`src/hw/rtl/cefifo_pkg.sv`:
```
`timescale 1ns / 1ps
// Shared types, codes and constants of the coalescing event FIFO.
// No dependencies; used by cefifo_if and by every module except cefifo_ram.
package cefifo_pkg;

   localparam int QUEUE_DEPTH_DEF = 64;
   localparam int OCC_W           = 7;
   localparam int CSR_INDEX_W     = 8;
   localparam int CSR_DATA_W      = 16;

   localparam logic [1:0] OP_PUSH  = 2'd0;
   localparam logic [1:0] OP_TAKE  = 2'd1;
   localparam logic [1:0] OP_CLEAR = 2'd2;

   localparam logic [1:0] RK_PUSH  = 2'd0;
   localparam logic [1:0] RK_EVENT = 2'd1;
   localparam logic [1:0] RK_MARK  = 2'd2;

   localparam logic [CSR_INDEX_W-1:0] REG_MAX_ENTRIES = 8'd0;
   localparam logic [CSR_INDEX_W-1:0] REG_MAX_AGE     = 8'd1;
   localparam logic [CSR_INDEX_W-1:0] REG_MOVE_KIND   = 8'd2;
   localparam logic [CSR_INDEX_W-1:0] REG_WHEEL_KIND  = 8'd3;

   localparam logic [6:0]  MAX_ENTRIES_RST = 7'd64;
   localparam logic [15:0] MAX_AGE_RST     = 16'd1000;
   localparam logic [3:0]  MOVE_KIND_RST   = 4'd0;
   localparam logic [3:0]  WHEEL_KIND_RST  = 4'd1;

   typedef struct packed {
      logic [3:0]         event_kind;
      logic [7:0]         dev_id;
      logic [7:0]         event_flags;
      logic [7:0]         button_bits;
      logic [7:0]         modifier_bits;
      logic [47:0]        stamp_us;
      logic signed [31:0] delta_a;
      logic signed [31:0] delta_b;
   } entry_type;

   typedef struct packed {
      logic [1:0]  kind;
      entry_type   ev;
      logic [31:0] now_ms;
      logic [6:0]  take_limit;
   } req_type;

   typedef struct packed {
      logic [1:0]       result_kind;
      logic             accepted;
      entry_type        ev;
      logic             last;
      logic [OCC_W-1:0] occupancy;
   } rsp_type;

   typedef enum logic [2:0] {
      ST_IDLE,
      ST_PUSH,
      ST_TAKE_RD,
      ST_TAKE_OUT,
      ST_MARK
   } state_type;

   typedef struct packed {
      logic req_ready;
      logic flush;
      logic take_start;
      logic push_commit;
      logic take_rd;
      logic pop;
      logic mark;
   } cmd_type;

   typedef struct packed {
      logic       req_valid;
      logic [1:0] op;
      logic       take_zero;
      logic       slot_free;
      logic       last_pop;
   } status_type;

endpackage

```
`src/hw/rtl/cefifo_ctrl.sv`:
```
`timescale 1ns / 1ps
// Sequencer for push, take and clear operations.
// Depends on cefifo_pkg; drives commands into cefifo_dp.
module cefifo_ctrl (
   input  logic                   clock,
   input  logic                   reset,
   input  cefifo_pkg::status_type status,
   output cefifo_pkg::cmd_type    cmd
);

   cefifo_pkg::state_type state_ff;
   cefifo_pkg::state_type state_in;

   always_ff @(posedge clock) begin
      if (reset) begin
         state_ff <= cefifo_pkg::ST_IDLE;
      end else begin
         state_ff <= state_in;
      end
   end

   always_comb begin
      state_in = state_ff;
      unique case (state_ff)
         cefifo_pkg::ST_IDLE: begin
            if (status.req_valid) begin
               case (status.op)
                  cefifo_pkg::OP_PUSH:  state_in = cefifo_pkg::ST_PUSH;
                  cefifo_pkg::OP_TAKE:  state_in = status.take_zero ? cefifo_pkg::ST_MARK
                                                                    : cefifo_pkg::ST_TAKE_RD;
                  cefifo_pkg::OP_CLEAR: state_in = cefifo_pkg::ST_MARK;
                  default:              state_in = cefifo_pkg::ST_IDLE;
               endcase
            end
         end
         cefifo_pkg::ST_PUSH: begin
            if (status.slot_free) state_in = cefifo_pkg::ST_IDLE;
         end
         cefifo_pkg::ST_TAKE_RD: begin
            state_in = cefifo_pkg::ST_TAKE_OUT;
         end
         cefifo_pkg::ST_TAKE_OUT: begin
            if (status.slot_free && status.last_pop) state_in = cefifo_pkg::ST_IDLE;
         end
         cefifo_pkg::ST_MARK: begin
            if (status.slot_free) state_in = cefifo_pkg::ST_IDLE;
         end
         default: state_in = cefifo_pkg::ST_IDLE;
      endcase
   end

   always_comb begin
      cmd = '0;
      unique case (state_ff)
         cefifo_pkg::ST_IDLE: begin
            cmd.req_ready  = 1'b1;
            cmd.flush      = status.req_valid && (status.op == cefifo_pkg::OP_CLEAR);
            cmd.take_start = status.req_valid && (status.op == cefifo_pkg::OP_TAKE);
         end
         cefifo_pkg::ST_PUSH: begin
            cmd.push_commit = status.slot_free;
         end
         cefifo_pkg::ST_TAKE_RD: begin
            cmd.take_rd = 1'b1;
         end
         cefifo_pkg::ST_TAKE_OUT: begin
            cmd.take_rd = 1'b1;
            cmd.pop     = status.slot_free;
         end
         cefifo_pkg::ST_MARK: begin
            cmd.mark = status.slot_free;
         end
         default: cmd = '0;
      endcase
   end

endmodule

```
`config.mk`:
```
export PLATFORM = sky130hd
export DESIGN_NAME = cefifo_ctrl
export DESIGN_NICKNAME = d
export VERILOG_FILES = /design/src/hw/rtl/cefifo_pkg.sv /design/src/hw/rtl/cefifo_ctrl.sv
export SDC_FILE = /design/constraint.sdc
export NUM_CORES = 1
export LEC_CHECK = 0
export BUFFER_PORTS_ARGS = -buffer_cell sky130_fd_sc_hd__buf_2
export CAP_MARGIN = 5
export CORE_AREA = 4 4 41 43
export CTS_CLUSTER_DIAMETER = 60
export DETAILED_ROUTE_END_ITERATION = 10
export DIE_AREA = 0 0 45 47
export MAX_ROUTING_LAYER = met4
export PLACE_DENSITY = 0.46
export SYNTH_ARGS = -nofsm -noshare
export SYNTH_HDL_FRONTEND = slang
export SYNTH_SLANG_ARGS = --single-unit
```
`constraint.sdc`:
```
create_clock -name clock -period 1.4 [get_ports clock]
set_input_delay 0.07 -clock clock [delete_from_list [all_inputs] [get_ports clock]]
set_output_delay 0.07 -clock clock [all_outputs]
set_load 0.03 [all_outputs]
```
==> results.md <==
* GRT Total Usage at 0.0718
* Clock skew at 0.000894 ns
* Hold buffers post-CTS at 0
* Largest net degree at the start of global routing at 11
* Status: finished clean
* Dpl ws at 0.267 ns
* Synth Instances at 29
* Post-Synthesis Cell Area at approximately 230 µm²
* CTS Buf Count at 3
* Clock Sinks at 3
* Ports at 15
* TritonRoute pass-1 iters at 4
* Worst flop-to-flop path startpoint: state_ff[0]
* Period minus WS final at 1.28 ns
* # rows at 13
* Initial DRC count at 3
* #FFs+latches synth at 3
* Layout Cells excl Fill at between 60 and 70
* Number of routed nets with antenna violations at 0
* Slew margin rel. at 0.796
* Final hold violations at 0
* CP Launch Type: register
* R2r setup slk at roughly 0.41 ns
* Largest stage delay, worst path at 0.36 ns
* Htree depth at 1
* Crit path max-delay cell type: dfxtp_2
* DRC at 0
* Starting density of the core at 0.174
* Worst EP required at about 1.3 ns
* Biggest regs: state_ff: 3 flops
* Commonest non-fill, non-tap cells in the layout: 13 x buf_2, 3 x nand2_1, 3 x clkbuf_4, 3 x dfxtp_2
* RSZ-0062 raised after global routing: false
* Initial antenna violation count at 0
* Detailed-route wire length at a little under 600 µm
* Clock Latency Late Sink at 0.23 ns
* Pwr Density at about 920 nW/µm²
* Final GP Congestion at between 0.6 and 0.7
* Worst-Margin Slew at between 0.3 and 0.4 ns
* Clk buf depth at 2
* DIE WIDTH at 45 µm
* Nets@finish at 55
* Peak supply drop at around 560 µV
* Reg2reg path depth at 2
* Slew Viols, Final at 0
* Total power at about 0.33 mW
* Antenna Cells at 0
* MaxCap Viol Count at 0
* Fraction of final layout cells sized beyond drive strength 1 at 0.543
* Layout area overhead at 56.9%
* First-pass GRT wire length at slightly above 1000 µm
* Wire per inst at about 10 µm
* Critical path type: reg2out
* Inst Count DP at between 50 and 60
* Met3 GRT Util at 0.0498
* Max reg flops at 3
* Design area at about 360 µm²
* Top reg by flops: state_ff
* Dpl hpwl at ~500 µm
* Hold Path Sink: state_ff[1]
* Endpoints failing setup at 0
* Filler cell count at around 160
* Clk slew on worst S/H paths at roughly 0.040 ns
* Yosys cell types at 19
* Core area at 1300 µm²
* Placed cell areas at 323 µm²
* Worst path cell trace: nor3_4 > nand2_1 > nor3b_2 > buf_4
* Via density per instance at between 4 and 5
* Reg-to-Reg End: state_ff[0]
* Worst hold-check path type: in2reg
* Maximum clock frequency at ~780 MHz
* Vias in the first global route at 230
* Die height at around 47 µm
* Area contributors post-synth: dfxtp_1 27%, nor4b_1 7.7%, nor3_1 6.6%
* Gr busiest metal: met1
* Synth Net Count at 37
* Post-synthesis sequential area ratio at 0.265
* Post-synth top area share at 0.265
* Worst EP arrival at 1.21 ns
* Met2 usage at 0.0876
* Hold path start: reset
* GRT met1 Usage at 0.0932
* CTS tree: done
* Most common cell after layout, fill and taps aside: buf_2
* Total vias in the final route at roughly 280
* Critical path capture point type: output pin
* Leakage at between 0.15 and 0.2 nW
* GRT overflow at 0
* WHS Path Cells at 4
* Crit Path Max Fanout at 7
* Synth Warn # at 0
* Synthesized area per cell at 7.81 µm²
* DIE AREA at approximately 2100 µm²
* Part of the cycle the worst path needs at 0.913
* Clk root buf: clkbuf_4
* Setup Fix Bufs, Post-CTS at 0
* Cell taking the most area after synthesis: dfxtp_1
* PortBufs at 14
* Final WS setup at between 0.1 and 0.15 ns
## kinds of logic (layout without fill, tap and decap cells)
logic type / count (synthesis) / in the layout / synth area share
compound gates: 6 / 6 / 0.199
simple gates: 18 / 18 / 0.470
buf+inv: 2 / 19 / 0.0663
flops: 3 / 3 / 0.265
## per-stage QoR
| stage | setup TNS, ns | util | hold slack (ns) |
|---|---|---|---|
| 2_1_floorplan | -0.0211 | - | 0.208 |
| 3_3_place_gp | 0 | 0.248 | 0.349 |
| 3_5_place_dp | 0 | 0.248 | 0.343 |
| 4_1_cts | 0 | 0.268 | 0.0990 |
| 5_1_grt | 0 | 0.273 | 0.113 |
| 6_report | 0 | 0.273 | 0.0948 |
## cell type report
| type | instances | area, µm² | share of cell area |
|---|---|---|---|
| multi-input cells | 24 | 170 | 0.479 |
| repair buffers | 14 | 72.6 | 0.204 |
| flip-flops and latches | 3 | 63.8 | 0.180 |
| clock buffers | 4 | 26.3 | 0.0739 |
| well taps | 15 | 18.8 | 0.0528 |
| inverters | 1 | 3.75 | 0.0106 |
## Yosys cell counts
master	number
nor4b_1	2
and3_1	1
dfxtp_1	3
a211oi_2	1
nor2b_1	2
nand3_1	1
nand3b_1	1
nor3_2	1
inv_1	1
o21ai_0	1
nor3b_1	1
a21oi_1	2
nand2_1	3
or3_1	1
o31ai_1	1
nor2_1	2
o311a_1	1
buf_6	1
nor3_1	3
## layer usage
| layer | share of wire | routed length, µm | vias to the layer above |
|---|---|---|---|
| met4 | 0 | 0 | 0 |
| met3 | 0.13 | 77 | 0 |
| li1 | - | - | 143 |
| met5 | 0 | 0 | - |
| met2 | 0.41 | 243 | 12 |
| met1 | 0.46 | 276 | 121 |
## worst max path at each step
stage | from | endpoint | slack (ns) | depth (start not counted)
6_report | state_ff[2] | cmd[5] | 0.12 | 4
2_1_floorplan | state_ff[2] | cmd[5] | -0.02 | 3
3_3_place_gp | state_ff[2] | cmd[5] | 0.27 | 4
5_1_grt | state_ff[2] | cmd[5] | 0.03 | 4
3_5_place_dp | state_ff[2] | cmd[5] | 0.27 | 4
4_1_cts | state_ff[2] | cmd[5] | 0.02 | 4
## report_power, final
part | total [mW] | switching [mW] | leakage [nW] | internal [mW]
clock network | 0.148 | 0.0411 | 0.0150 | 0.107
logic | 0.0762 | 0.0443 | 0.126 | 0.0319
registers | 0.102 | 0.0108 | 0.0258 | 0.0913
total | 0.326 | 0.0962 | 0.167 | 0.230
## timing repair
action | in CTS | in global routing
gates resized for setup | 0 | 5
setup endpoints to repair | 0 | 3
endpoints found under the hold margin | 0 | 0
## critical path, delay by kind of cell, from the launching register on
kind / cells / cell delay (ns)
flops: 1 / 0.36
buf+inv: 1 / 0.18
simple gates: 3 / 0.45
No activity file was read; power rests on OpenSTA's default activity.
